File: config.mk
export PLATFORM = sky130hd
export DESIGN_NAME = pear_ctrl
export DESIGN_NICKNAME = d
export VERILOG_FILES = /design/src/hdl/pear_pkg.sv /design/src/hdl/pear_ctrl.sv
export VERILOG_INCLUDE_DIRS = /design/src /design/src/hdl
export SDC_FILE = /design/constraint.sdc
export NUM_CORES = 1
export LEC_CHECK = 0
export BUFFER_PORTS_ARGS = -buffer_cell sky130_fd_sc_hd__buf_2
export CORE_ASPECT_RATIO = 1.5
export CORE_UTILIZATION = 51
export CTS_CLUSTER_SIZE = 20
export DETAILED_ROUTE_END_ITERATION = 8
export GPL_TIMING_DRIVEN = 0
export PLACE_DENSITY = 0.85
export SYNTH_ARGS = -nofsm -noshare
export SYNTH_HDL_FRONTEND = slang
export SYNTH_SLANG_ARGS = --single-unit
export TNS_END_PERCENT = 100
File: constraint.sdc
create_clock -name clk -period 5.4 [get_ports clk]
set_clock_uncertainty 0.15 [all_clocks]
set_input_delay 1.08 -clock clk [delete_from_list [all_inputs] [get_ports clk]]
set_output_delay 1.08 -clock clk [all_outputs]
set_load 0.02 [all_outputs]
File: src/hdl/pe_export_address_resolver_defines.svh
// ----------------------------------------------------------------------------
// Assertion macros for the PE export address resolver
// Shared concurrent check forms, clocked and reset-qualified.
// ----------------------------------------------------------------------------
`ifndef PE_EXPORT_ADDRESS_RESOLVER_DEFINES_SVH
`define PE_EXPORT_ADDRESS_RESOLVER_DEFINES_SVH

// same-cycle implication
`define PEAR_ASSERT_IMP(label, clk, rst_n, ante, cons) \
    label: assert property (@(posedge clk) disable iff (!rst_n) (ante) |-> (cons)) \
        else $error("pear: same-cycle check failed");

// next-cycle implication
`define PEAR_ASSERT_NEXT(label, clk, rst_n, ante, cons) \
    label: assert property (@(posedge clk) disable iff (!rst_n) (ante) |=> (cons)) \
        else $error("pear: next-cycle check failed");

`endif

File: src/hdl/pear_pkg.sv
// ----------------------------------------------------------------------------
// pear_pkg
// Types, constants and command codes shared by the export resolver modules.
// ----------------------------------------------------------------------------
`timescale 1ns / 1ps

package pear_pkg;

    localparam int IMAGE_BYTES  = 65536;
    localparam int MAX_NAMES    = 4096;
    localparam int MAX_SECTIONS = 96;

    localparam int ADDR_W = $clog2(IMAGE_BYTES);
    localparam int NSEC_W = $clog2(MAX_SECTIONS + 1);
    localparam int CNT_W  = $clog2(MAX_NAMES + 1);

    localparam int IN_W  = 80;
    localparam int OUT_W = 40;

    // image layout offsets
    localparam int OFF_LFANEW    = 60;
    localparam int OFF_NSEC      = 6;
    localparam int OFF_OPT_SIZE  = 20;
    localparam int OFF_SEC_TAB   = 24;
    localparam int OFF_SEC_ALIGN = 56;
    localparam int OFF_FILE_ALGN = 60;
    localparam int OFF_HDR_SIZE  = 84;
    localparam int OFF_EXPORT    = 120;
    localparam int OFF_SEC_VA    = 12;
    localparam int OFF_SEC_RAW   = 20;
    localparam int SEC_ENTRY     = 40;
    localparam int OFF_ORD_BASE  = 16;
    localparam int OFF_NUM_NAMES = 24;
    localparam int OFF_FUNCS     = 28;
    localparam int OFF_NAMES     = 32;
    localparam int OFF_ORDS      = 36;

    typedef enum logic [1:0] {
        OP_LOAD  = 2'd0,
        OP_NAME  = 2'd1,
        OP_ORD   = 2'd2,
        OP_NONE  = 2'd3
    } op_t;

    typedef enum logic [4:0] {
        A_60, A_H120, A_H56, A_H60, A_H84, A_H6, A_H20,
        A_S12, A_S52, A_S20,
        A_D16, A_D24, A_D28, A_D32, A_D36,
        A_FIDX, A_NAME, A_ORD
    } addr_sel_t;

    typedef enum logic [4:0] {
        LD_NONE, LD_H, LD_RVA, LD_TMP, LD_NSEC, LD_TAB, LD_VA, LD_NEXT_SEC,
        LD_CV_RVA, LD_CV_SEC, LD_DIR, LD_FUNCS, LD_NAMES, LD_ORDS, LD_COUNT,
        LD_BASE, LD_ORD, LD_NEXT_NAME, LD_RES_HIT, LD_RES_MISS
    } ld_t;

    typedef enum logic [1:0] {
        RET_DIR, RET_FUNCS, RET_NAMES, RET_ORDS
    } ret_t;

    typedef enum logic [4:0] {
        S_IDLE, S_H, S_EXP, C_SA, C_FA, C_HS, C_NS, C_OP, C_VA, C_VN, C_RAW,
        S_RET, S_COUNT, S_FRVA, S_NRVA, S_ORVA, S_BASE, S_NCHK, S_NAME,
        S_ORD, S_FUNC, S_OUT
    } state_t;

    typedef struct packed {
        logic      latch;
        logic      rd_go;
        logic      rd_half;
        addr_sel_t addr_sel;
        ld_t       ld;
    } dp_cmd_t;

    typedef struct packed {
        logic rd_done;
        logic word_eq_tmp;
        logic rva_le_word;
        logic w16_zero;
        logic last_sec;
        logic in_range;
        logic key_eq;
        logic names_end;
    } dp_status_t;

endpackage

File: src/hdl/pear_ctrl.sv
// ----------------------------------------------------------------------------
// pear_ctrl
// Lookup sequencer: header reads, RVA conversion walk and export table walk.
// ----------------------------------------------------------------------------
`timescale 1ns / 1ps
`include "pe_export_address_resolver_defines.svh"

module pear_ctrl (
    input  logic                 clk,
    input  logic                 rst_n,
    input  logic                 in_valid,
    input  pear_pkg::op_t        in_op,
    output logic                 in_ready,
    output logic                 out_valid,
    input  logic                 out_ready,
    output pear_pkg::dp_cmd_t    cmd,
    input  pear_pkg::dp_status_t st
);
    import pear_pkg::*;

    state_t state_reg, state_next;
    ret_t   ret_reg, ret_next;
    logic   name_reg, name_next;

    always_ff @(posedge clk or negedge rst_n)
    begin
        if (!rst_n)
        begin
            state_reg <= S_IDLE;
            ret_reg   <= RET_DIR;
            name_reg  <= 1'b0;
        end
        else
        begin
            state_reg <= state_next;
            ret_reg   <= ret_next;
            name_reg  <= name_next;
        end
    end

    always_comb
    begin
        state_next   = state_reg;
        ret_next     = ret_reg;
        name_next    = name_reg;
        in_ready     = 1'b0;
        out_valid    = 1'b0;
        cmd.latch    = 1'b0;
        cmd.rd_go    = 1'b0;
        cmd.rd_half  = 1'b0;
        cmd.addr_sel = A_60;
        cmd.ld       = LD_NONE;

        unique case (state_reg) inside
            S_IDLE:
            begin
                in_ready = 1'b1;
                if (in_valid && ((in_op == OP_NAME) || (in_op == OP_ORD)))
                begin
                    cmd.latch  = 1'b1;
                    name_next  = (in_op == OP_NAME);
                    state_next = S_H;
                end
            end
            S_H:
            begin
                cmd.rd_go = 1'b1;
                cmd.addr_sel = A_60;
                if (st.rd_done)
                begin
                    cmd.ld = LD_H;
                    state_next = S_EXP;
                end
            end
            S_EXP, S_FRVA, S_NRVA, S_ORVA:
            begin
                cmd.rd_go = 1'b1;
                unique case (state_reg)
                    S_EXP:   cmd.addr_sel = A_H120;
                    S_FRVA:  cmd.addr_sel = A_D28;
                    S_NRVA:  cmd.addr_sel = A_D32;
                    default: cmd.addr_sel = A_D36;
                endcase
                if (st.rd_done)
                begin
                    cmd.ld = LD_RVA;
                    state_next = C_SA;
                    unique case (state_reg)
                        S_EXP:   ret_next = RET_DIR;
                        S_FRVA:  ret_next = RET_FUNCS;
                        S_NRVA:  ret_next = RET_NAMES;
                        default: ret_next = RET_ORDS;
                    endcase
                end
            end
            C_SA:
            begin
                cmd.rd_go = 1'b1;
                cmd.addr_sel = A_H56;
                if (st.rd_done)
                begin
                    cmd.ld = LD_TMP;
                    state_next = C_FA;
                end
            end
            C_FA:
            begin
                cmd.rd_go = 1'b1;
                cmd.addr_sel = A_H60;
                if (st.rd_done)
                begin
                    if (st.word_eq_tmp)
                    begin
                        cmd.ld = LD_CV_RVA;
                        state_next = S_RET;
                    end
                    else
                    begin
                        state_next = C_HS;
                    end
                end
            end
            C_HS:
            begin
                cmd.rd_go = 1'b1;
                cmd.addr_sel = A_H84;
                if (st.rd_done)
                begin
                    if (st.rva_le_word)
                    begin
                        cmd.ld = LD_CV_RVA;
                        state_next = S_RET;
                    end
                    else
                    begin
                        state_next = C_NS;
                    end
                end
            end
            C_NS:
            begin
                cmd.rd_go = 1'b1;
                cmd.rd_half = 1'b1;
                cmd.addr_sel = A_H6;
                if (st.rd_done)
                begin
                    if (st.w16_zero)
                    begin
                        cmd.ld = LD_CV_RVA;
                        state_next = S_RET;
                    end
                    else
                    begin
                        cmd.ld = LD_NSEC;
                        state_next = C_OP;
                    end
                end
            end
            C_OP:
            begin
                cmd.rd_go = 1'b1;
                cmd.rd_half = 1'b1;
                cmd.addr_sel = A_H20;
                if (st.rd_done)
                begin
                    cmd.ld = LD_TAB;
                    state_next = C_VA;
                end
            end
            C_VA:
            begin
                cmd.rd_go = 1'b1;
                cmd.addr_sel = A_S12;
                if (st.rd_done)
                begin
                    cmd.ld = LD_VA;
                    state_next = st.last_sec ? C_RAW : C_VN;
                end
            end
            C_VN:
            begin
                cmd.rd_go = 1'b1;
                cmd.addr_sel = A_S52;
                if (st.rd_done)
                begin
                    if (st.in_range)
                    begin
                        state_next = C_RAW;
                    end
                    else
                    begin
                        cmd.ld = LD_NEXT_SEC;
                        state_next = C_VA;
                    end
                end
            end
            C_RAW:
            begin
                cmd.rd_go = 1'b1;
                cmd.addr_sel = A_S20;
                if (st.rd_done)
                begin
                    cmd.ld = LD_CV_SEC;
                    state_next = S_RET;
                end
            end
            S_RET:
            begin
                unique case (ret_reg)
                    RET_DIR:
                    begin
                        cmd.ld = LD_DIR;
                        state_next = S_FRVA;
                    end
                    RET_FUNCS:
                    begin
                        cmd.ld = LD_FUNCS;
                        state_next = name_reg ? S_COUNT : S_BASE;
                    end
                    RET_NAMES:
                    begin
                        cmd.ld = LD_NAMES;
                        state_next = S_ORVA;
                    end
                    default:
                    begin
                        cmd.ld = LD_ORDS;
                        state_next = S_NCHK;
                    end
                endcase
            end
            S_COUNT:
            begin
                cmd.rd_go = 1'b1;
                cmd.addr_sel = A_D24;
                if (st.rd_done)
                begin
                    cmd.ld = LD_COUNT;
                    state_next = S_NRVA;
                end
            end
            S_BASE:
            begin
                cmd.rd_go = 1'b1;
                cmd.addr_sel = A_D16;
                if (st.rd_done)
                begin
                    cmd.ld = LD_BASE;
                    state_next = S_FUNC;
                end
            end
            S_NCHK:
            begin
                if (st.names_end)
                begin
                    cmd.ld = LD_RES_MISS;
                    state_next = S_OUT;
                end
                else
                begin
                    state_next = S_NAME;
                end
            end
            S_NAME:
            begin
                cmd.rd_go = 1'b1;
                cmd.addr_sel = A_NAME;
                if (st.rd_done)
                begin
                    if (st.key_eq)
                    begin
                        state_next = S_ORD;
                    end
                    else
                    begin
                        cmd.ld = LD_NEXT_NAME;
                        state_next = S_NCHK;
                    end
                end
            end
            S_ORD:
            begin
                cmd.rd_go = 1'b1;
                cmd.rd_half = 1'b1;
                cmd.addr_sel = A_ORD;
                if (st.rd_done)
                begin
                    cmd.ld = LD_ORD;
                    state_next = S_FUNC;
                end
            end
            S_FUNC:
            begin
                cmd.rd_go = 1'b1;
                cmd.addr_sel = A_FIDX;
                if (st.rd_done)
                begin
                    cmd.ld = LD_RES_HIT;
                    state_next = S_OUT;
                end
            end
            S_OUT:
            begin
                out_valid = 1'b1;
                if (out_ready)
                begin
                    state_next = S_IDLE;
                end
            end
            default:
            begin
                state_next = S_IDLE;
            end
        endcase
    end

    `PEAR_ASSERT_IMP(a_out_blocks_in, clk, rst_n, out_valid, !in_ready)
    `PEAR_ASSERT_NEXT(a_out_holds, clk, rst_n, out_valid && !out_ready, out_valid)
    `PEAR_ASSERT_IMP(a_done_in_read, clk, rst_n, st.rd_done, cmd.rd_go)

endmodule

==> results by group <==
Logic synthesis
  • Cell accounting for the most synthesized area: dfrtp_1
  • Adder-Cell Fraction of Synth Area: 0.00994
  • Post-synth EDFFs: 0
  • Post-synthesis cell count: 179
  • Compound-Gate Fraction of Synth Area: 0.367
  • Ys Warns: 0
  • Register area share after synthesis: 0.159
  • Largest family of logic cells by synthesized area: compound AO/OA/AOI/OAI gates
  • Mux contribution to synthesized area: 0.0358
  • Synthesized area: 1260 um2
  • Asr flop ratio synth: 1.00
  • Synth Area in Simple Gates: 0.334
  • Post-synth cell types: 56
  • Count of state elements after synthesis: 8
  • Area contributors post-synth: dfrtp_1 (16%), o21ai_0 (7.6%), nand2_1 (5.4%)
  • Syn Nets: 194
  • Synthesized area per cell: 7.03 um2
  • Most used DFF post-synth: dfrtp_1
  • Top cell type's share of synthesized area: 0.159
  • Synth Area in XOR/XNOR: 0

Clock network
  • H-tree Lvls: 1
  • CTS resizes: 0
  • CTS Hold Bufs: 0
  • Clk Latency, worst-skew pair: 0.25 ns
  • Setup Fix Bufs, Post-CTS: 0
  • Clock sinks: 8
  • TritonCTS Buffers: 3
  • Root Buffer: clkbuf_4
  • Clk slew on worst S/H paths: 0.05 ns
  • CTS tree: built
  • Max Root-Sink Buffers: 2

Power
  • Worst IR Drop VDD: 0.000346 V
  • Pwr Density: 702 nW/um2
  • Standby leakage power: 0.674 nW

Setup path
  • CP cell instances: buf_2 -> clkbuf_1 -> nand2_1 -> nor3_1 -> a31oi_1 -> nor2_1 -> a211o_1 -> buf_2
  • Worst Path Arrival: 2.48 ns
  • Max Fanout on Critical Path: 10
  • CP max stage cell: clkbuf_1
  • Data required time of the critical path: 4.17 ns
  • CP delay by family, top: buffers and inverters
  • Crit start category: primary input
  • Setup Crit Path Kind: primary input to output pin
  • Cell mode on critical path: buf_2
  • Critical path endpoint category: output pin
  • Buffer and inverter count on the worst path: 3
  • Max incr delay on CP: 0.38 ns

Die
  • Ports: 29
  • Die width: 42.6 um
  • Die area: 2680 um2
  • Initial Utilization: 0.551
  • Core Region: 2290 um2
  • Die height: 62.8 um
  • Std-Cell Rows: 21

GRT
  • Tot GR Track Use: 0.319
  • Vias in the first global route: 1,446
  • First-pass GRT wire length: 6.67 mm
  • Initial antenna violation count: 0
  • Pin count of the biggest net entering global routing: 11
  • Global route overflow: 0

STA
  • Fin crit share: 0.687
  • RSZ-0062 raised after global routing: no
  • Rel. slew slack: 0.663
  • Final Hold Violating Endpoints: 0
  • Tightest Pin Transition: 0.492 ns
  • Fin Setup TNS: 0 ns
  • Max-slew violations: 0
  • Max Clk Rate: 270 MHz
  • Hold_ws: 0.399 ns
  • Final setup violating endpoints: 0
  • Final min period: 3.71 ns

Drt
  • Total wire length: 4.24 mm
  • Via density: 6.91
  • 1st-iter DRT viols: 143
  • Vias: 1,610
  • DRC violations left: 0
  • Antenna Nets Post-Route: 0
  • First-pass DRT Iterations: 6
  • Wirelength per Cell: 18.2 um

Worst hold path
  • Worst Hold Class: flip-flop to flip-flop

Placed design
  • Post-detail-place hpwl: 3.21 mm
  • Port Buf Inserts: 28
  • GP Congestion: 0.984

Cells and area
  • Commonest non-fill, non-tap cell in the layout: buf_2
  • Area Growth Syn to Fin: 15.2%
  • Most frequent cells in the layout: buf_2 (39), o21ai_0 (19), nand2_1 (18)
  • Max reg flops: 5
  • Fin nets: 227
  • Fill cell count: 229
  • Share of layout cells above drive strength 1: 0.281
  • Diode count: 0

Run status
  • Status: completed

Run
  • Max-cap violation count: 0
[routing by layer]
| metal | routed length (um) | part of all wire | GRT usage |
|---|---|---|---|
| met1 | 1520 | 0.36 | 0.402 |
| met5 | 0 | 0 | 0 |
| met2 | 1980 | 0.47 | 0.475 |
| met4 | 284 | 0.067 | 0.281 |
| met3 | 450 | 0.11 | 0.0173 |
[worst reg2reg max path, delay by kind of cell, from the launching register on]
kind	cells	cell delay [ns]
compound gates	4	0.64
flops	1	0.54
buf+inv	2	0.70
[final cells by class]
type                       count  area [um2]  area share
buffer                        17        96.3      0.0664
clock buffer                   3        22.5      0.0155
inverter                       6        22.5      0.0155
multi-input combinational    148         940       0.648
sequential                     8         200       0.138
tap                           23        28.8      0.0198
timing repair buffer          28         140      0.0966
[worst paths after layout]
| path | startpoint | end | slack (ns) | cells after the start |
|---|---|---|---|---|
| max in group asynchronous | rst_n | state_reg[3] | 4.44 | 1 |
| setup / recovery | st[7] | cmd[0] | 1.69 | 8 |
| min in group asynchronous | rst_n | state_reg[1] | 0.50 | 1 |
| hold reg to reg | name_reg | name_reg | 0.40 | 2 |
| setup reg to reg | state_reg[4] | state_reg[0] | 3.26 | 6 |
| hold / removal | name_reg | name_reg | 0.40 | 2 |
[cells by family after synthesis]
group / Yosys count
multiplexers: 3
buffers and inverters: 23
AO/OA/AOI/OAI: 67
flip-flops: 8
AND/OR/NAND/NOR: 77
adder cells (fa/ha/maj): 1
[where the power goes]
part	switching [mW]	internal (mW)
clock	0.0193	0.0254
sequential	0.0360	0.0897
combinational	0.531	0.316
[through the flow]
| stage | std cells | total power [mW] | setup WS (ns) | util | area (um2) |
|---|---|---|---|---|---|
| 3_3_place_gp | 230 | 0.929 | 1.85 | 0.625 | 1430 |
| 3_5_place_dp | 230 | 0.944 | 1.79 | 0.625 | 1430 |
| 4_1_cts | 233 | 0.991 | 1.78 | 0.634 | 1450 |
| 6_report | 233 | 1.02 | 1.69 | 0.634 | 1450 |
| 2_1_floorplan | 179 | 0.734 | 2.25 | - | 1260 |
| 5_1_grt | 233 | 1.08 | 1.65 | 0.634 | 1450 |
[synth_stat cells (all sizes together) (2+ instances only)]
master and instances:
a21o 2, or2 2, a2111oi 2, dfrtp 8, nor3b 2, o2bb2ai 3
nand2b 6, and3 3, buf 14, a21oi 12, inv 6, nand2 19
nor3 5, a31oi 5, a22oi 2, mux2 3, clkbuf 3, nand3 5
o22ai 4, o21ai 20, nor2b 7, o31ai 4, a211oi 2, nor2 18
Note: power is estimated with default switching activity, not from simulation.
