`src/hdl/pe_export_address_resolver_defines.svh`:
```
// ----------------------------------------------------------------------------
// Assertion macros for the PE export address resolver
// Shared concurrent check forms, clocked and reset-qualified.
// ----------------------------------------------------------------------------
`ifndef PE_EXPORT_ADDRESS_RESOLVER_DEFINES_SVH
`define PE_EXPORT_ADDRESS_RESOLVER_DEFINES_SVH

// same-cycle implication
`define PEAR_ASSERT_IMP(label, clk, rst_n, ante, cons) \
    label: assert property (@(posedge clk) disable iff (!rst_n) (ante) |-> (cons)) \
        else $error("pear: same-cycle check failed");

// next-cycle implication
`define PEAR_ASSERT_NEXT(label, clk, rst_n, ante, cons) \
    label: assert property (@(posedge clk) disable iff (!rst_n) (ante) |=> (cons)) \
        else $error("pear: next-cycle check failed");

`endif

```
`src/hdl/pear_pkg.sv`:
```
// ----------------------------------------------------------------------------
// pear_pkg
// Types, constants and command codes shared by the export resolver modules.
// ----------------------------------------------------------------------------
`timescale 1ns / 1ps

package pear_pkg;

    localparam int IMAGE_BYTES  = 65536;
    localparam int MAX_NAMES    = 4096;
    localparam int MAX_SECTIONS = 96;

    localparam int ADDR_W = $clog2(IMAGE_BYTES);
    localparam int NSEC_W = $clog2(MAX_SECTIONS + 1);
    localparam int CNT_W  = $clog2(MAX_NAMES + 1);

    localparam int IN_W  = 80;
    localparam int OUT_W = 40;

    // image layout offsets
    localparam int OFF_LFANEW    = 60;
    localparam int OFF_NSEC      = 6;
    localparam int OFF_OPT_SIZE  = 20;
    localparam int OFF_SEC_TAB   = 24;
    localparam int OFF_SEC_ALIGN = 56;
    localparam int OFF_FILE_ALGN = 60;
    localparam int OFF_HDR_SIZE  = 84;
    localparam int OFF_EXPORT    = 120;
    localparam int OFF_SEC_VA    = 12;
    localparam int OFF_SEC_RAW   = 20;
    localparam int SEC_ENTRY     = 40;
    localparam int OFF_ORD_BASE  = 16;
    localparam int OFF_NUM_NAMES = 24;
    localparam int OFF_FUNCS     = 28;
    localparam int OFF_NAMES     = 32;
    localparam int OFF_ORDS      = 36;

    typedef enum logic [1:0] {
        OP_LOAD  = 2'd0,
        OP_NAME  = 2'd1,
        OP_ORD   = 2'd2,
        OP_NONE  = 2'd3
    } op_t;

    typedef enum logic [4:0] {
        A_60, A_H120, A_H56, A_H60, A_H84, A_H6, A_H20,
        A_S12, A_S52, A_S20,
        A_D16, A_D24, A_D28, A_D32, A_D36,
        A_FIDX, A_NAME, A_ORD
    } addr_sel_t;

    typedef enum logic [4:0] {
        LD_NONE, LD_H, LD_RVA, LD_TMP, LD_NSEC, LD_TAB, LD_VA, LD_NEXT_SEC,
        LD_CV_RVA, LD_CV_SEC, LD_DIR, LD_FUNCS, LD_NAMES, LD_ORDS, LD_COUNT,
        LD_BASE, LD_ORD, LD_NEXT_NAME, LD_RES_HIT, LD_RES_MISS
    } ld_t;

    typedef enum logic [1:0] {
        RET_DIR, RET_FUNCS, RET_NAMES, RET_ORDS
    } ret_t;

    typedef enum logic [4:0] {
        S_IDLE, S_H, S_EXP, C_SA, C_FA, C_HS, C_NS, C_OP, C_VA, C_VN, C_RAW,
        S_RET, S_COUNT, S_FRVA, S_NRVA, S_ORVA, S_BASE, S_NCHK, S_NAME,
        S_ORD, S_FUNC, S_OUT
    } state_t;

    typedef struct packed {
        logic      latch;
        logic      rd_go;
        logic      rd_half;
        addr_sel_t addr_sel;
        ld_t       ld;
    } dp_cmd_t;

    typedef struct packed {
        logic rd_done;
        logic word_eq_tmp;
        logic rva_le_word;
        logic w16_zero;
        logic last_sec;
        logic in_range;
        logic key_eq;
        logic names_end;
    } dp_status_t;

endpackage

```
`src/hdl/pear_datapath.sv`:
```
// ----------------------------------------------------------------------------
// pear_datapath
// Byte read sequencer, address generation and the lookup working registers.
// ----------------------------------------------------------------------------
`timescale 1ns / 1ps

module pear_datapath (
    input  logic                        clk,
    input  logic                        rst_n,
    input  pear_pkg::dp_cmd_t           cmd,
    output pear_pkg::dp_status_t        st,
    input  logic [31:0]                 name_rva,
    input  logic [15:0]                 ordinal_in,
    output logic [pear_pkg::ADDR_W-1:0] mem_raddr,
    input  logic [7:0]                  mem_rdata,
    output logic [31:0]                 function_rva,
    output logic                        found
);
    import pear_pkg::*;

    logic        rd_busy_reg, rd_busy_next;
    logic [2:0]  rd_iss_reg, rd_iss_next;
    logic [1:0]  rd_last_reg, rd_last_next;
    logic        cap_vld_reg, cap_vld_next;
    logic [1:0]  cap_lane_reg;
    logic        cap_oob_reg;
    logic [31:0] rd_base_reg;
    logic [31:0] word_reg;

    logic [31:0] h_reg, rva_reg, tmp_reg, cv_reg, sec_reg, va_reg;
    logic [31:0] dir_reg, funcs_reg, name_ptr_reg, ord_ptr_reg, idx_reg;
    logic [31:0] key_reg, res_reg;
    logic [15:0] ordv_reg;
    logic [NSEC_W-1:0] nsec_reg, sidx_reg;
    logic [CNT_W-1:0]  count_reg, ni_reg;
    logic        found_reg;

    logic        start, issuing;
    logic [32:0] iss_sum;
    logic [31:0] addr;
    logic [31:0] rd_word;
    logic [7:0]  cap_byte;

    assign start   = cmd.rd_go && !rd_busy_reg;
    assign issuing = rd_busy_reg && (rd_iss_reg <= {1'b0, rd_last_reg});
    assign iss_sum = {1'b0, rd_base_reg} + 33'(rd_iss_reg);
    assign mem_raddr = iss_sum[ADDR_W-1:0];
    assign cap_byte = cap_oob_reg ? 8'd0 : mem_rdata;

    always_comb
    begin
        unique case (cmd.addr_sel)
            A_60:    addr = 32'(OFF_LFANEW);
            A_H120:  addr = h_reg + 32'(OFF_EXPORT);
            A_H56:   addr = h_reg + 32'(OFF_SEC_ALIGN);
            A_H60:   addr = h_reg + 32'(OFF_FILE_ALGN);
            A_H84:   addr = h_reg + 32'(OFF_HDR_SIZE);
            A_H6:    addr = h_reg + 32'(OFF_NSEC);
            A_H20:   addr = h_reg + 32'(OFF_OPT_SIZE);
            A_S12:   addr = sec_reg + 32'(OFF_SEC_VA);
            A_S52:   addr = sec_reg + 32'(OFF_SEC_VA + SEC_ENTRY);
            A_S20:   addr = sec_reg + 32'(OFF_SEC_RAW);
            A_D16:   addr = dir_reg + 32'(OFF_ORD_BASE);
            A_D24:   addr = dir_reg + 32'(OFF_NUM_NAMES);
            A_D28:   addr = dir_reg + 32'(OFF_FUNCS);
            A_D32:   addr = dir_reg + 32'(OFF_NAMES);
            A_D36:   addr = dir_reg + 32'(OFF_ORDS);
            A_FIDX:  addr = funcs_reg + {idx_reg[29:0], 2'b00};
            A_NAME:  addr = name_ptr_reg;
            A_ORD:   addr = ord_ptr_reg;
            default: addr = 32'd0;
        endcase
    end

    // merge the byte in flight into the assembled word
    always_comb
    begin
        rd_word = word_reg;
        if (cap_vld_reg)
        begin
            case (cap_lane_reg)
                2'd0:    rd_word[7:0]   = cap_byte;
                2'd1:    rd_word[15:8]  = cap_byte;
                2'd2:    rd_word[23:16] = cap_byte;
                default: rd_word[31:24] = cap_byte;
            endcase
        end
    end

    always_comb
    begin
        st.rd_done     = cap_vld_reg && (cap_lane_reg == rd_last_reg);
        st.word_eq_tmp = (rd_word == tmp_reg);
        st.rva_le_word = (rva_reg <= rd_word);
        st.w16_zero    = (rd_word[15:0] == 16'd0);
        st.last_sec    = ({1'b0, sidx_reg} + 1'b1) >= {1'b0, nsec_reg};
        st.in_range    = (rva_reg >= va_reg) && (rva_reg < rd_word);
        st.key_eq      = (rd_word == key_reg);
        st.names_end   = (ni_reg >= count_reg);
    end

    always_comb
    begin
        rd_busy_next = rd_busy_reg;
        rd_iss_next  = rd_iss_reg;
        rd_last_next = rd_last_reg;
        cap_vld_next = issuing;
        if (start)
        begin
            rd_busy_next = 1'b1;
            rd_iss_next  = 3'd0;
            rd_last_next = cmd.rd_half ? 2'd1 : 2'd3;
        end
        else
        begin
            if (issuing)
            begin
                rd_iss_next = rd_iss_reg + 3'd1;
            end
            if (st.rd_done)
            begin
                rd_busy_next = 1'b0;
            end
        end
    end

    always_ff @(posedge clk or negedge rst_n)
    begin
        if (!rst_n)
        begin
            rd_busy_reg <= 1'b0;
            rd_iss_reg  <= 3'd0;
            rd_last_reg <= 2'd3;
            cap_vld_reg <= 1'b0;
        end
        else
        begin
            rd_busy_reg <= rd_busy_next;
            rd_iss_reg  <= rd_iss_next;
            rd_last_reg <= rd_last_next;
            cap_vld_reg <= cap_vld_next;
        end
    end

    always_ff @(posedge clk)
    begin
        cap_lane_reg <= rd_iss_reg[1:0];
        cap_oob_reg  <= (iss_sum >= 33'(IMAGE_BYTES));
        if (start)
        begin
            rd_base_reg <= addr;
            word_reg    <= 32'd0;
        end
        else if (cap_vld_reg)
        begin
            word_reg <= rd_word;
        end

        if (cmd.latch)
        begin
            key_reg  <= name_rva;
            ordv_reg <= ordinal_in;
        end

        unique case (cmd.ld)
            LD_NONE: ;
            LD_H:    h_reg   <= rd_word;
            LD_RVA:  rva_reg <= rd_word;
            LD_TMP:  tmp_reg <= rd_word;
            LD_NSEC:
            begin
                if (rd_word[15:0] > 16'(MAX_SECTIONS))
                    nsec_reg <= NSEC_W'(MAX_SECTIONS);
                else
                    nsec_reg <= rd_word[NSEC_W-1:0];
            end
            LD_TAB:
            begin
                sec_reg  <= h_reg + 32'(OFF_SEC_TAB) + {16'd0, rd_word[15:0]};
                sidx_reg <= '0;
            end
            LD_VA:   va_reg <= rd_word;
            LD_NEXT_SEC:
            begin
                sec_reg  <= sec_reg + 32'(SEC_ENTRY);
                sidx_reg <= sidx_reg + 1'b1;
            end
            LD_CV_RVA: cv_reg <= rva_reg;
            LD_CV_SEC: cv_reg <= rva_reg - va_reg + rd_word;
            LD_DIR:    dir_reg <= cv_reg;
            LD_FUNCS:  funcs_reg <= cv_reg;
            LD_NAMES:
            begin
                name_ptr_reg <= cv_reg;
                ni_reg       <= '0;
            end
            LD_ORDS:   ord_ptr_reg <= cv_reg;
            LD_COUNT:
            begin
                if (rd_word > 32'(MAX_NAMES))
                    count_reg <= CNT_W'(MAX_NAMES);
                else
                    count_reg <= rd_word[CNT_W-1:0];
            end
            LD_BASE:   idx_reg <= {16'd0, ordv_reg} - rd_word;
            LD_ORD:    idx_reg <= {16'd0, rd_word[15:0]};
            LD_NEXT_NAME:
            begin
                name_ptr_reg <= name_ptr_reg + 32'd4;
                ord_ptr_reg  <= ord_ptr_reg + 32'd2;
                ni_reg       <= ni_reg + 1'b1;
            end
            LD_RES_HIT:
            begin
                res_reg   <= rd_word;
                found_reg <= 1'b1;
            end
            LD_RES_MISS:
            begin
                res_reg   <= 32'd0;
                found_reg <= 1'b0;
            end
            default: ;
        endcase
    end

    assign function_rva = res_reg;
    assign found        = found_reg;

endmodule

```
`config.mk`:
```
export PLATFORM = sky130hd
export DESIGN_NAME = pear_datapath
export DESIGN_NICKNAME = d
export VERILOG_FILES = /design/src/hdl/pe_export_address_resolver_defines.svh /design/src/hdl/pear_pkg.sv /design/src/hdl/pear_datapath.sv
export SDC_FILE = /design/constraint.sdc
export NUM_CORES = 2
export LEC_CHECK = 0
export ABC_AREA = 1
export BUFFER_PORTS_ARGS = -buffer_cell sky130_fd_sc_hd__buf_4
export CAP_MARGIN = 20
export CORE_ASPECT_RATIO = 1.75
export CORE_MARGIN = 2
export CORE_UTILIZATION = 45
export DETAILED_ROUTE_END_ITERATION = 10
export PLACE_DENSITY_LB_ADDON = 0.1
export SLEW_MARGIN = 20
export SYNTH_ARGS = -nofsm -noshare
export SYNTH_HDL_FRONTEND = slang
export SYNTH_SLANG_ARGS = --single-unit
```
`constraint.sdc`:
```
create_clock -name clk -period 4.4 [get_ports clk]
set_input_delay 0.22 -clock clk [delete_from_list [all_inputs] [get_ports clk]]
set_output_delay 0.22 -clock clk [all_outputs]
set_load 0.02 [all_outputs]
```
==> key figures <==
Setup path
  – Data arrival time of the critical path: 4.63 ns
  – Worst path bufs/invs: 3
  – Cell at the slowest stage of the critical path: sky130_fd_sc_hd__fa_1
  – Worst setup SP type: flip-flop
  – Cell type group with the largest total delay on the critical path: compound AO/OA/AOI/OAI gates
  – Cell breakdown of the critical path: nor3_4 > buf_4 > buf_12 > o21ai_2 > fa_1 > fa_1 > o21ai_0 > buf_4 > a21oi_1 > o21ai_0 > nand3_1 > nand2_1 > nand2_1 > nand3_1 > o21ai_0
  – Worst EP required: 4.81 ns
  – Type of the setup path with the least slack: reg2reg
  – CP Max Fanout: 5
  – Delay contributed by the slowest stage of the critical path: 0.53 ns
  – Cell with the most instances on the worst path: sky130_fd_sc_hd__o21ai_0
  – Capturing element type of the critical path: flip-flop

Timing
  – F_max: 236.5 MHz
  – Max Clock Skew: 0.02737 ns
  – Min Clock Period, post-route: 4.228 ns
  – Final clock period utilization by the worst path: 96.10%
  – Worst-case headroom to the max-slew limit: 24.40%
  – Transition time at the pin with the least slew margin: 1.130 ns
  – Number of failing setup endpoints in the final timing report: 0
  – Max-slew violation count: 0
  – Final hold violation count: 0
  – Unrepaired setup endpoints after global routing: false

Synth
  – Yosys warning total: 0
  – Number of distinct library cells after synthesis: 62
  – Ys async rst share: 1.103%
  – Area share of the largest cell type after synthesis: 37.53%
  – Post-synthesis register bit count: 544
  – Syn_nets: 5697
  – Library cell with the highest instance count after synthesis: sky130_fd_sc_hd__nand2_1
  – Most used standard cells in the synthesized netlist: sky130_fd_sc_hd__nand2_1 (1338), sky130_fd_sc_hd__inv_1 (676), sky130_fd_sc_hd__nor2_1 (671), sky130_fd_sc_hd__edfxtp_1 (503), sky130_fd_sc_hd__nand3_1 (444)
  – Post-synth EDFFs: 503
  – Netlist area before placement: 40250 µm²
  – Top flip-flop cell by instance count after synthesis: sky130_fd_sc_hd__edfxtp_1
  – Sequential-to-total area share from yosys stat: 39.64%
  – Post-Syn Instances: 5367
  – Leading post-synthesis cells by cell area: sky130_fd_sc_hd__edfxtp_1 (38%), sky130_fd_sc_hd__nand2_1 (12%), sky130_fd_sc_hd__ha_1 (6.9%), sky130_fd_sc_hd__inv_1 (6.3%), sky130_fd_sc_hd__nor2_1 (6.3%)
  – Cell type with the highest aggregate area in the netlist: sky130_fd_sc_hd__edfxtp_1
  – Average size of a mapped cell: 7.500 µm²

Clocking
  – Number of buffers created by CTS: 53
  – Clock tree from TritonCTS: yes
  – H-tree lvl count: 2
  – Reg clk slew, reported paths: 0.07 ns
  – Clock sinks: 544
  – Worst-skew pair later-pin latency: 0.67 ns
  – CTS Root Buffer Type: sky130_fd_sc_hd__clkbuf_16
  – Deepest clock path buffer count: 3

Die
  – Placeable core region: 88900 µm²
  – Initial Util: 45.28%
  – # IOs: 128
  – Die Y: 399.6 µm
  – Number of cell rows: 145
  – Die X-Extent: 230.1 µm
  – Overall die area: 91950 µm²

Routing
  – Total wire length: 199200 µm
  – DRC marker count from the first detailed-route iteration: 3913
  – Number of remaining DRC errors: 0
  – Met3 wire len: 11930 µm
  – DRT antenna net count: 0
  – Drt wl/cell: 28.88 µm
  – First-pass iteration count of the detailed router: 9
  – Post-route met1 wirelength: 62480 µm
  – Vias after detailed routing: 40535
  – Highest metal layer used by the detailed router: met5
  – Detail-routed via count per cell: 5.876
  – Met2 layer wire length in the routed design: 97900 µm

GRT
  – Antenna violations before repair: 13
  – Vias in the first global route: 39379
  – Global-route usage over all layers: 42.90%
  – Global-route congestion overflow total: 0
  – Global-route wire length before repair: 277800 µm
  – Maximum number of pins on one net before global-route repair: 62

Power
  – Peak ir drop on the vdd network: 0.3744 mV
  – Total chip power: 12.28 mW
  – Power per Cell Area: 266.4 nW/µm²
  – Leakage power summed over all cells: 20.86 nW

Placement
  – GP Congestion: 1.125
  – Placed Area: 43580 µm²
  – Number of buffers added on ports: 127
  – Post-DP HPWL: 163300 µm

Final layout
  – Nets: 6003
  – Growth of design area from synthesis to finish: 14.49%
  – Final cell utilization of the core: 51.84%
  – Share of post-route cells with drive strength above 1: 8.626%
  – Design Area, Final: 46080 µm²

Job
  – Maximum capacitance violations: 0

Status
  – Status: finished clean

Min path
  – Class of the most critical hold timing path: in2async
==> timing repair <==
item | 4_1_cts | 5_1_grt
hold buffers | 53 | 0
setup endpoints to repair | 1 | 5
setup buffers | 0 | 6
gates cloned | 0 | 0
resized for setup | 2 | 6
pin swaps | 0 | 3
hold endpoints to repair | 58 | 0
==> worst reg2reg max path, stage by stage, from the launching register on <==
cell	delay, ns
sky130_fd_sc_hd__dfxtp_1	0.51
sky130_fd_sc_hd__nor3_4	0.07
sky130_fd_sc_hd__buf_4	0.17
sky130_fd_sc_hd__buf_12	0.13
sky130_fd_sc_hd__o21ai_2	0.31
sky130_fd_sc_hd__fa_1	0.54
sky130_fd_sc_hd__fa_1	0.49
sky130_fd_sc_hd__o21ai_0	0.47
sky130_fd_sc_hd__buf_4	0.23
sky130_fd_sc_hd__a21oi_1	0.11
sky130_fd_sc_hd__o21ai_0	0.45
sky130_fd_sc_hd__nand3_1	0.22
sky130_fd_sc_hd__nand2_1	0.10
sky130_fd_sc_hd__nand2_1	0.05
sky130_fd_sc_hd__nand3_1	0.06
sky130_fd_sc_hd__o21ai_0	0.07
==> stage by stage <==
| stage | instances | TNS, ns | hold WS, ns | setup WS [ns] |
|---|---|---|---|---|
| 2_1_floorplan | 5367 | 0 | -0.07559 | 0.3834 |
| 3_3_place_gp | 6731 | -0.3705 | 0.04280 | -0.3705 |
| 3_5_place_dp | 6734 | 0 | 0.04152 | 0.1287 |
| 4_1_cts | 6884 | 0 | 0.04906 | 0.1019 |
| 5_1_grt | 6891 | 0 | 0.06662 | 0.05631 |
| 6_report | 6898 | 0 | 0.06449 | 0.1717 |
==> routing by layer <==
metal	vias to the layer above	global-route usage, %
met3	787	6.806
li1	18648	-
met2	2054	74.95
met4	6	47.19
met5	-	0
met1	19040	40.80
==> power breakdown <==
part | switching [mW] | internal [mW]
Combinational | 1.01 | 0.485
Clock | 2.21 | 2.75
Sequential | 0.0911 | 5.73
==> path summary, 6_finish.rpt <==
kind                                                start                    endpoint  slack (ns)  cells past startpoint
worst max-delay path              cap_lane_reg[1]$_DFF_P_        cv_reg[28]$_DFFE_PP_        0.17                     15
worst min-delay path                                rst_n  rd_last_reg[1]$_DFFE_PN1P_        0.06                      2
worst max register to register    cap_lane_reg[1]$_DFF_P_        cv_reg[28]$_DFFE_PP_        0.17                     15
worst min register to register  rd_iss_reg[0]$_DFFE_PN0P_     cap_lane_reg[0]$_DFF_P_        0.52                      0
max in group asynchronous                           rst_n     rd_busy_reg$_DFFE_PN0P_        3.65                      3
min in group clk                                  cmd[12]       key_reg[13]$_DFFE_PP_        0.12                      1
==> logic make-up (layout without fill, tap and decap cells) <==
| family | after synthesis | in the layout | synth area share, % |
|---|---|---|---|
| AOI/OAI and AO/OA | 857 | 857 | 11.77 |
| xor gates and xnor gates | 158 | 158 | 3.438 |
| adders and majority gates | 259 | 259 | 8.760 |
| buffers and inverters | 793 | 1141 | 7.569 |
| DFF | 544 | 544 | 39.64 |
| other | 0 | 7 | 0 |
| and+or+nand+nor | 2756 | 2756 | 28.82 |
==> cell type report <==
type	count	area, µm²
fillers	8752	42820
multi-input cells	4030	21370
flip-flops and latches	544	15960
repair buffers	352	2834
inverters	692	2600
well taps	1176	1471
clock buffers	65	1434
clock inverters	32	394.1
diodes	7	17.52
==> placed cells by master, fill, tap and decap left out, drive strengths merged, types with 11 or more instances in the layout <==
cell type / instances
dfxtp: 35
nand3: 444
buf: 299
o21ai: 425
dlygate4sd3: 53
a21oi: 290
a31oi: 11
xor2: 115
nor2: 689
xnor2: 43
nor3: 113
o22ai: 34
o21bai: 13
a21o: 12
ha: 221
nor4: 18
fa: 38
nand3b: 20
o21a: 14
clkbuf: 65
nand2: 1350
nand4: 99
or2: 14
inv: 696
o211ai: 20
edfxtp: 503
clkinv: 18
No activity file was read; power rests on OpenSTA's default activity.
